--- config.mk ---
export PLATFORM = sky130hd
export DESIGN_NAME = sorted_insert_max_queue_flat
export DESIGN_NICKNAME = d
export VERILOG_FILES = /design/src/design/sqm_pkg.sv /design/src/design/sqm_channel_if.sv /design/src/design/sqm_cell.sv /design/src/design/sorted_insert_max_queue.sv /design/src/flat_wrapper.sv
export VERILOG_INCLUDE_DIRS = /design/src /design/src/design
export SDC_FILE = /design/constraint.sdc
export NUM_CORES = 2
export LEC_CHECK = 0
export BUFFER_PORTS_ARGS = -buffer_cell sky130_fd_sc_hd__buf_2
export CORE_ASPECT_RATIO = 1.25
export CORE_MARGIN = 8
export CORE_UTILIZATION = 40
export CTS_CLUSTER_SIZE = 25
export DETAILED_ROUTE_END_ITERATION = 16
export GPL_ROUTABILITY_DRIVEN = 0
export PLACE_DENSITY_LB_ADDON = 0.15
export SLEW_MARGIN = 20
export SYNTH_ARGS = -nofsm -noshare
export SYNTH_HDL_FRONTEND = slang
export SYNTH_HIERARCHICAL = 1
export SYNTH_SLANG_ARGS = --single-unit
--- constraint.sdc ---
create_clock -name clock -period 3.05 [get_ports clock]
set_clock_uncertainty 0.05 [all_clocks]
set_input_delay 0.305 -clock clock [delete_from_list [all_inputs] [get_ports clock]]
set_output_delay 0.305 -clock clock [all_outputs]
set_load 0.005 [all_outputs]
--- src/design/sorted_insert_max_queue_macros.svh ---
// Assertion macros for the sorted insert max queue.
// Defining NO_ASSERTIONS turns every use into nothing; no other dependencies.
`ifndef SORTED_INSERT_MAX_QUEUE_MACROS_SVH
`define SORTED_INSERT_MAX_QUEUE_MACROS_SVH

`ifndef NO_ASSERTIONS
`define SQM_ASSERT_AT(lbl, clk, rst, prop, msg) \
   lbl: assert property (@(posedge clk) disable iff (rst) (prop)) else $error(msg);
`define SQM_ASSERT(lbl, prop, msg) \
   `SQM_ASSERT_AT(lbl, clock, reset, prop, msg)
`else
`define SQM_ASSERT_AT(lbl, clk, rst, prop, msg)
`define SQM_ASSERT(lbl, prop, msg)
`endif

`endif

--- src/design/sqm_pkg.sv ---
// Shared types and constants for the sorted insert max queue.
// No dependencies; used by the channel interfaces, the cell and the top level.
`default_nettype none

package sqm_pkg;

   localparam int CAPACITY          = 16;
   localparam int VALUE_WIDTH       = 32;
   localparam int COUNT_WIDTH       = $clog2(CAPACITY + 1);
   localparam int KIND_WIDTH        = 2;
   localparam int ENTRY_COUNT_WIDTH = 5;
   localparam int STATUS_WIDTH      = 2;

   typedef logic signed [VALUE_WIDTH-1:0] value_type;
   typedef logic [COUNT_WIDTH-1:0]        count_type;

   typedef enum logic [KIND_WIDTH-1:0] {
      KIND_PUSH  = 2'd0,
      KIND_POP   = 2'd1,
      KIND_QUERY = 2'd2
   } kind_type;

   typedef enum logic [STATUS_WIDTH-1:0] {
      STATUS_OK    = 2'd0,
      STATUS_EMPTY = 2'd1,
      STATUS_FULL  = 2'd2
   } status_type;

   typedef struct packed {
      logic [KIND_WIDTH-1:0] kind;
      value_type             value;
   } req_payload_type;

   typedef struct packed {
      value_type                    popped_value;
      logic                         found;
      logic                         empty_res;
      logic [ENTRY_COUNT_WIDTH-1:0] entry_count;
      logic [STATUS_WIDTH-1:0]      status;
   } rsp_payload_type;

   // Command broadcast from the top level to every cell of the chain.
   typedef struct packed {
      logic      push_en;
      logic      pop_en;
      value_type value;
   } cell_cmd_type;

endpackage

`default_nettype wire

--- src/design/sqm_channel_if.sv ---
// Valid/ready channel interfaces for the request and response items.
// Depends on sqm_pkg for the payload types.
`default_nettype none

interface sqm_req_if;
   logic                     valid;
   logic                     ready;
   sqm_pkg::req_payload_type payload;

   modport source (output valid, output payload, input ready);
   modport sink   (input valid, input payload, output ready);
endinterface

interface sqm_rsp_if;
   logic                     valid;
   logic                     ready;
   sqm_pkg::rsp_payload_type payload;

   modport source (output valid, output payload, input ready);
   modport sink   (input valid, input payload, output ready);
endinterface

`default_nettype wire

--- src/design/sqm_cell.sv ---
// One slot of the sorted chain: holds an entry and trades it with its neighbors.
// Depends on sqm_pkg for the value and command types.
`default_nettype none

module sqm_cell (
   input  wire logic                  clock,
   input  wire sqm_pkg::cell_cmd_type cmd,
   input  wire logic                  occupied,
   input  wire logic                  above_ge,
   input  wire sqm_pkg::value_type    above_entry,
   input  wire sqm_pkg::value_type    below_entry,
   output sqm_pkg::value_type         entry,
   output logic                       ge,
   output logic                       hit
);

   sqm_pkg::value_type entry_ff;
   sqm_pkg::value_type entry_in;

   // The new value belongs at or above this slot when the slot is free or
   // holds a value that is not larger; equal entries therefore move down.
   assign ge  = !occupied || (cmd.value >= entry_ff);
   assign hit = occupied && (cmd.value == entry_ff);
   assign entry = entry_ff;

   always_comb begin
      entry_in = entry_ff;
      if (cmd.push_en && ge) begin
         entry_in = above_ge ? above_entry : cmd.value;
      end else if (cmd.pop_en) begin
         entry_in = below_entry;
      end
   end

   always_ff @(posedge clock) begin
      entry_ff <= entry_in;
   end

endmodule

`default_nettype wire

--- src/design/sorted_insert_max_queue.sv ---
// Top level of the sorted insert max queue: a chain of sorting cells,
// the entry count and the response register. Depends on sqm_pkg,
// sqm_channel_if, sqm_cell and the assertion macro header.
//
//   port    dir   carries
//   req_ch  sink  kind and value of one push, pop or query item
//   rsp_ch  src   popped value, found, empty flag, entry count, status
//
// One item is taken per cycle; its result appears in the response register
// on the next cycle. Every cell compares the item value with its entry in
// the same cycle and shifts in a neighbor's entry, so the chain updates in
// one step. A stalled response holds req_ch.ready low until it is taken.
// Reset clears the entry count and the response valid; entries are not reset.
`default_nettype none

`include "sorted_insert_max_queue_macros.svh"

module sorted_insert_max_queue (
   input  wire logic clock,
   input  wire logic reset,
   sqm_req_if.sink   req_ch,
   sqm_rsp_if.source rsp_ch
);

   localparam int N = sqm_pkg::CAPACITY;

   sqm_pkg::count_type       count_ff;
   sqm_pkg::count_type       count_in;
   logic                     rsp_valid_ff;
   logic                     rsp_valid_in;
   sqm_pkg::rsp_payload_type rsp_payload_ff;
   sqm_pkg::rsp_payload_type rsp_payload_in;

   logic                     accept;
   logic                     push_ok;
   logic                     pop_ok;
   sqm_pkg::cell_cmd_type    cmd;
   sqm_pkg::value_type       entry_vec [N];
   logic [N-1:0]             ge_vec;
   logic [N-1:0]             hit_vec;
   logic [N-1:0]             occupied_vec;

   assign req_ch.ready = !rsp_valid_ff || rsp_ch.ready;
   assign accept       = req_ch.valid && req_ch.ready;

   assign push_ok = (req_ch.payload.kind == sqm_pkg::KIND_PUSH)
                    && (count_ff != sqm_pkg::count_type'(N));
   assign pop_ok  = (req_ch.payload.kind == sqm_pkg::KIND_POP)
                    && (count_ff != '0);

   assign cmd.push_en = accept && push_ok;
   assign cmd.pop_en  = accept && pop_ok;
   assign cmd.value   = req_ch.payload.value;

   // Slot 0 holds the largest entry; slots at or beyond the count are free.
   for (genvar i = 0; i < N; i++) begin : g_cell
      assign occupied_vec[i] = sqm_pkg::count_type'(i) < count_ff;

      sqm_cell u_cell (
         .clock       (clock),
         .cmd         (cmd),
         .occupied    (occupied_vec[i]),
         .above_ge    ((i == 0) ? 1'b0 : ge_vec[(i == 0) ? 0 : i - 1]),
         .above_entry (entry_vec[(i == 0) ? 0 : i - 1]),
         .below_entry (entry_vec[(i == N - 1) ? N - 1 : i + 1]),
         .entry       (entry_vec[i]),
         .ge          (ge_vec[i]),
         .hit         (hit_vec[i])
      );
   end

   always_comb begin
      count_in       = count_ff;
      rsp_valid_in   = rsp_valid_ff;
      rsp_payload_in = rsp_payload_ff;
      if (rsp_ch.ready) begin
         rsp_valid_in = 1'b0;
      end
      if (accept) begin
         rsp_valid_in                = 1'b1;
         rsp_payload_in.popped_value = '0;
         rsp_payload_in.found        = 1'b0;
         rsp_payload_in.status       = sqm_pkg::STATUS_OK;
         case (req_ch.payload.kind)
            sqm_pkg::KIND_PUSH: begin
               if (push_ok) begin
                  count_in = count_ff + 1'b1;
               end else begin
                  rsp_payload_in.status = sqm_pkg::STATUS_FULL;
               end
            end
            sqm_pkg::KIND_POP: begin
               if (pop_ok) begin
                  count_in                    = count_ff - 1'b1;
                  rsp_payload_in.popped_value = entry_vec[0];
               end else begin
                  rsp_payload_in.status = sqm_pkg::STATUS_EMPTY;
               end
            end
            sqm_pkg::KIND_QUERY: begin
               rsp_payload_in.found = |hit_vec;
            end
            default: begin
            end
         endcase
         rsp_payload_in.empty_res   = (count_in == '0);
         rsp_payload_in.entry_count =
            sqm_pkg::ENTRY_COUNT_WIDTH'(count_in);
      end
   end

   always_ff @(posedge clock) begin
      if (reset) begin
         count_ff     <= '0;
         rsp_valid_ff <= 1'b0;
      end else begin
         count_ff     <= count_in;
         rsp_valid_ff <= rsp_valid_in;
      end
      rsp_payload_ff <= rsp_payload_in;
   end

   assign rsp_ch.valid   = rsp_valid_ff;
   assign rsp_ch.payload = rsp_payload_ff;

   `SQM_ASSERT(a_count_bound, count_ff <= sqm_pkg::count_type'(N), "count above capacity")
   `SQM_ASSERT(a_accept_rsp, accept |=> rsp_ch.valid, "accepted item gave no result")
   `SQM_ASSERT(a_stall_block, rsp_ch.valid && !rsp_ch.ready |-> !req_ch.ready, "took item while stalled")
   `SQM_ASSERT(a_pop_count, cmd.pop_en |=> count_ff == $past(count_ff) - 1'b1, "pop did not decrement")

endmodule

`default_nettype wire
--- src/flat_wrapper.sv ---
// flat-port wrapper written by rule: the top's interface ports become plain ports
module sorted_insert_max_queue_flat 
  (clock, reset, req_ch_valid, req_ch_payload, req_ch_ready, rsp_ch_valid, rsp_ch_payload, rsp_ch_ready);
  sqm_req_if req_ch_i ();
  sqm_rsp_if rsp_ch_i ();
  input  wire logic clock;
  input  wire logic reset;
  input wire logic [$bits(req_ch_i.valid)-1:0] req_ch_valid;
  input wire logic [$bits(req_ch_i.payload)-1:0] req_ch_payload;
  output wire logic [$bits(req_ch_i.ready)-1:0] req_ch_ready;
  output wire logic [$bits(rsp_ch_i.valid)-1:0] rsp_ch_valid;
  output wire logic [$bits(rsp_ch_i.payload)-1:0] rsp_ch_payload;
  input wire logic [$bits(rsp_ch_i.ready)-1:0] rsp_ch_ready;
  assign req_ch_i.valid = req_ch_valid;
  assign req_ch_i.payload = req_ch_payload;
  assign req_ch_ready = req_ch_i.ready;
  assign rsp_ch_valid = rsp_ch_i.valid;
  assign rsp_ch_payload = rsp_ch_i.payload;
  assign rsp_ch_i.ready = rsp_ch_ready;
  sorted_insert_max_queue u_core (.clock(clock), .reset(reset), .req_ch(req_ch_i), .rsp_ch(rsp_ch_i));
endmodule
## Word level (Yosys, flattened, before mapping)

Index checks and enable logic that the tools add are counted.

| cells by class | value |
|---|---|
| eq/ne operators | 19 |
| $add $sub $neg | 2 |
| reduce and logical (&&, ||, !) cells | 92 |
| $lt $le $gt $ge | 32 |
| muxes and demuxes | 54 |

Operators with widths:

| operator | count |
|---|---|
| two-way mux 32 bit | 45 |
| == test 32 bit | 16 |
| >= comparator 32 bit | 16 |
| less-than comparator 4 x 5 -> 1 bit, first input constant | 8 |
| logical AND 1 bit | 37 |
| nonzero test 2 bit | 16 |
| less-than comparator 3 x 5 -> 1 bit, first input constant | 4 |
| zero test 1 bit | 17 |
| logical OR 1 bit | 17 |
| OR reduction 16 bit | 1 |
| two-way mux 5 bit | 3 |
| less-than comparator 1 x 5 -> 1 bit, first input constant | 2 |
| less-than comparator 2 x 5 -> 1 bit, first input constant | 2 |
| case mux 5 bit (2 select lines) | 1 |
| adder 5 x 1 -> 5 bit, second input constant | 1 |
| zero test 5 bit | 1 |
| != test 5 bit, second input constant | 1 |
| nonzero test 5 bit | 1 |
| subtractor 5 x 1 -> 5 bit, second input constant | 1 |
| case mux 2 bit (2 select lines) | 1 |
| two-way mux 1 bit | 3 |
| == test 2 x 1 -> 1 bit, second input constant | 1 |
| == test 2 bit, second input constant | 1 |
| zero test 2 bit | 1 |
| other kinds (2) | 2 |

| word-level totals | value |
|---|---|
| output and inout bits | 43 |
| logic and storage cells | 222 |
| bits in registers | 559 |

## Logic depth before layout (Yosys ltp)

| logic depth | value |
|---|---|
| word-level depth | 6 |
| gate-level depth with buffers | 14 |
| gate-level depth less buffers | 12 |

## Hierarchy

Netlist, hierarchy kept.

Modules (own cells, without submodules):

| module | area each (µm²) | times used | cells an instance |
|---|---|---|---|
| sqm_cell | 2761.4 | 16 | 229 |
| sorted_insert_max_queue | 2207.1 | 1 | 184 |

## Worst setup path after synthesis

OpenSTA, ideal clock, no wires.

| timing path | value |
|---|---|
| path type | register to register |
| start | reg u_core.count_ff[1] |
| end | reg u_core.g_cell[0].u_cell.entry_ff[0] (enable) |
| cell stages (with the launch flop) | 11 |
| arrival | 2.963 ns |
| slack | -0.337 ns |
| required time | 2.625 ns |
| path buffers | 2 |
| clock period less this slack | 3.387 ns |
| cell sequence | dfxtp_1 clkbuf_1 inv_1 ha_1 or4bb_1 nand2_1 nor2_1 inv_1 a311oi_4 buf_6 or2_2 |

RTL lines:

| what | line | RTL |
|---|---|---|
| start: declaration | sorted_insert_max_queue.sv:27 | `sqm_pkg::count_type count_ff;` |
| start signal: assignment | sorted_insert_max_queue.sv:117 | `count_ff <= count_in;` |
| end signal: assignment | sqm_cell.sv:36 | `entry_ff <= entry_in;` |
| end: declaration | sqm_cell.sv:17 | `sqm_pkg::value_type entry_ff;` |

## Final worst setup path

| timing path | value |
|---|---|
| start | reg u_core.g_cell[13].u_cell.entry_ff[25] |
| end | reg u_core.g_cell[13].u_cell.entry_ff[25], data pin |

| between the ends | value |
|---|---|
| word-level cells in the longest chain between the ends | 4 |

Ends and longest elaborated chain:

| what | line | RTL |
|---|---|---|
| start: declaration | sqm_cell.sv:17 |  |
| start signal: assignment | sqm_cell.sv:36 |  |
| >= comparator 32 bit | sqm_cell.sv:22 | `assign ge = !occupied \|\| (cmd.value >= entry_ff);` |
| logical OR 1 bit | sqm_cell.sv:22 |  |
| logical AND 1 bit | sqm_cell.sv:28 | `if (cmd.push_en && ge) begin` |
| two-way mux 32 bit | sqm_cell.sv:28 |  |
| net u_core.g_cell[13].u_cell.entry_in[25] | sqm_cell.sv:18 | `sqm_pkg::value_type entry_in;` |

The timed path passes the listed nets, and every way through them passes these cells.
A chain may end at the register's enable or synchronous reset.

==> results.sh <==
export IMPL_status="finished with violations"
export IMPL_violations="setup timing"
export IMPL_h_tree_depth=3
export IMPL_clock_sinks=559
export IMPL_worst_pin_slew_ns=0.874
export IMPL_first_global_vias=33800
export IMPL_final_nets=5405
export IMPL_cts_root_buf="clkbuf_16"
export IMPL_drive_gt1_frac=0.508
export IMPL_powerDensity_nw_per_um2=414
export IMPL_synth_fp_nets=4399
export IMPL_crit_required_ns=3.37
export IMPL_cts_buffer_depth=3
export IMPL_n_antenna_cell=0
export IMPL_setup_violations=725
export IMPL_path_class="reg2reg"
export IMPL_cts_tree="yes"
export IMPL_timing_fmax_mhz=309
export IMPL_start_util=0.403
export IMPL_hold_slack_ns=0.199
export IMPL_globalRoute_totalOverflow=0
export IMPL_drv_cap=0
export IMPL_wl_um=124000
export IMPL_p_leak_nw=27.2
export IMPL_postSynthCellCount=3845
export IMPL_final_hold_violation_count=0
export IMPL_grt_pass1_wl_um=186000
export IMPL_dr_first_iter_drc_count=1131
export IMPL_cp_start_kind="register"
export IMPL_drv_slew=0
export IMPL_clk_pin_slew_ns=0.05
export IMPL_rsz0062_at_grt="yes"
export IMPL_yosysWarnings=6
export IMPL_grt_start_max_net_pins=37
export IMPL_port_buffers=80
export IMPL_min_path_type="in2reg"
export IMPL_fin_setup_tns_ns=-63.76
export IMPL_critPathArrivalTime_ns=3.56
export IMPL_final_common_cell="buf_4"
export IMPL_layout_cells_non_filler=6461
export IMPL_grtUsageTotal=0.184
export IMPL_die_height_um=397
export IMPL_dp_cells=6225
export IMPL_fin_crit_sh=1.06
export IMPL_period_minus_slack_ns=3.24
export IMPL_clkLatencyLatePin_ns=0.65
export IMPL_num_vias=32400
export IMPL_rrSetupSlack_ns=-0.19
export IMPL_area_delta_synth_final_pct=31.9
export IMPL_pin_count=81
export IMPL_n_fill_cell=9972
export IMPL_via_per_inst=5.02
export IMPL_drtPass1Iterations=5
export IMPL_max_slew_margin=0.411
export IMPL_drc=0
export IMPL_worstSetupEndpointType="register"
export IMPL_wl_per_cell_um=19.1
export IMPL_rows=139
export IMPL_cts_buffers=75
export IMPL_syn_cell_area_um2=46400
export IMPL_final_cell_mix="803 x buf_4, 559 x inv_1, 553 x edfxtp_1"
export IMPL_antenna_found_initial=2
export IMPL_die_w_um=321
export IMPL_critPathMaxFanout=8
export IMPL_ir_drop_v=0.000350
export IMPL_fin_ws_ns=-0.190
export IMPL_die_area_um2=127000
export IMPL_antenna_left=0
export IMPL_post_dp_hpwl_um=93900
export IMPL_core_area_um2=115000
export IMPL_synth_area_per_cell_um2=12.1
[worst paths after layout]
| check | to | cells after the start | from |
|---|---|---|---|
| max | u_core/g_cell[13].u_cell/entry[25] | 11 | u_core/g_cell[13].u_cell/entry[25] |
| min | u_core/g_cell[12].u_cell/entry[7] | 3 | req_ch_payload[7] |
| max reg2reg | u_core/g_cell[13].u_cell/entry[25] | 11 | u_core/g_cell[13].u_cell/entry[25] |
| min reg2reg | u_core/count_ff[2] | 2 | u_core/count_ff[2] |
[stage by stage]
| step | utilization | total power, W | setup WS, ns | instance area, um2 |
|---|---|---|---|---|
| 2_1_floorplan | - | 0.0135 | 0.00574 | 47100 |
| 3_3_place_gp | 0.485 | 0.0158 | -0.807 | 55800 |
| 3_5_place_dp | 0.485 | 0.0159 | -0.813 | 55800 |
| 4_1_cts | 0.517 | 0.0253 | -0.163 | 59400 |
| 5_1_grt | 0.532 | 0.0265 | -0.297 | 61200 |
| 6_report | 0.532 | 0.0253 | -0.190 | 61200 |
[final cells by class]
cell class,count,area [um2],share of cell area
Timing Repair Buffer,1039,9400,0.154
Clock buffer,109,2200,0.0360
Tap cell,1551,1940,0.0317
Inverter,584,2190,0.0358
Sequential cell,559,16700,0.273
Clock inverter,27,250,0.00409
Multi-Input combinational cell,2592,28500,0.465
[power by group]
part / total, W / switching, W / internal (W)
combinational: 0.00709 / 0.00334 / 0.00374
sequential: 0.00925 / 0.000200 / 0.00906
clock: 0.00898 / 0.00358 / 0.00541
total: 0.0253 / 0.00712 / 0.0182
[what timing repair did]
item                                     CTS  global route
endpoints found under the setup margin  1024          1024
gates resized for setup                  164           186
cloned                                    19            23
pin swaps                                 82            82
hold endpoints to repair                   5             0
buffers inserted                          25            35
hold buffers                               3             0
[state kept, by name, summed over array words and instances, names as in the netlist]
signal,cells
u_core/count_ff,5
u_core/g_cell.u_cell/entry,512
u_core/rsp_ch.payload,41
u_core/rsp_ch.valid,1
[routing by layer]
layer | vias to the layer above | track usage | part of all wire
li1 | 16300 | - | -
met3 | 187 | 0.0224 | 0.029
met1 | 15500 | 0.214 | 0.41
met2 | 399 | 0.347 | 0.53
met5 | - | 0 | 0
met4 | 0 | 0.0594 | 0.032
[worst max-delay path, cell delays in order (launching register included)]
cell	delay (ns)
edfxtp_1	0.39
inv_2	0.08
ha_4	0.19
nand4_1	0.24
nor3_2	0.09
a22oi_1	0.18
or4b_4	0.53
buf_6	0.15
a311oi_4	0.41
buf_12	0.21
clkbuf_16	0.16
mux2_4	0.29
Power figures use the tool's default switching activity.
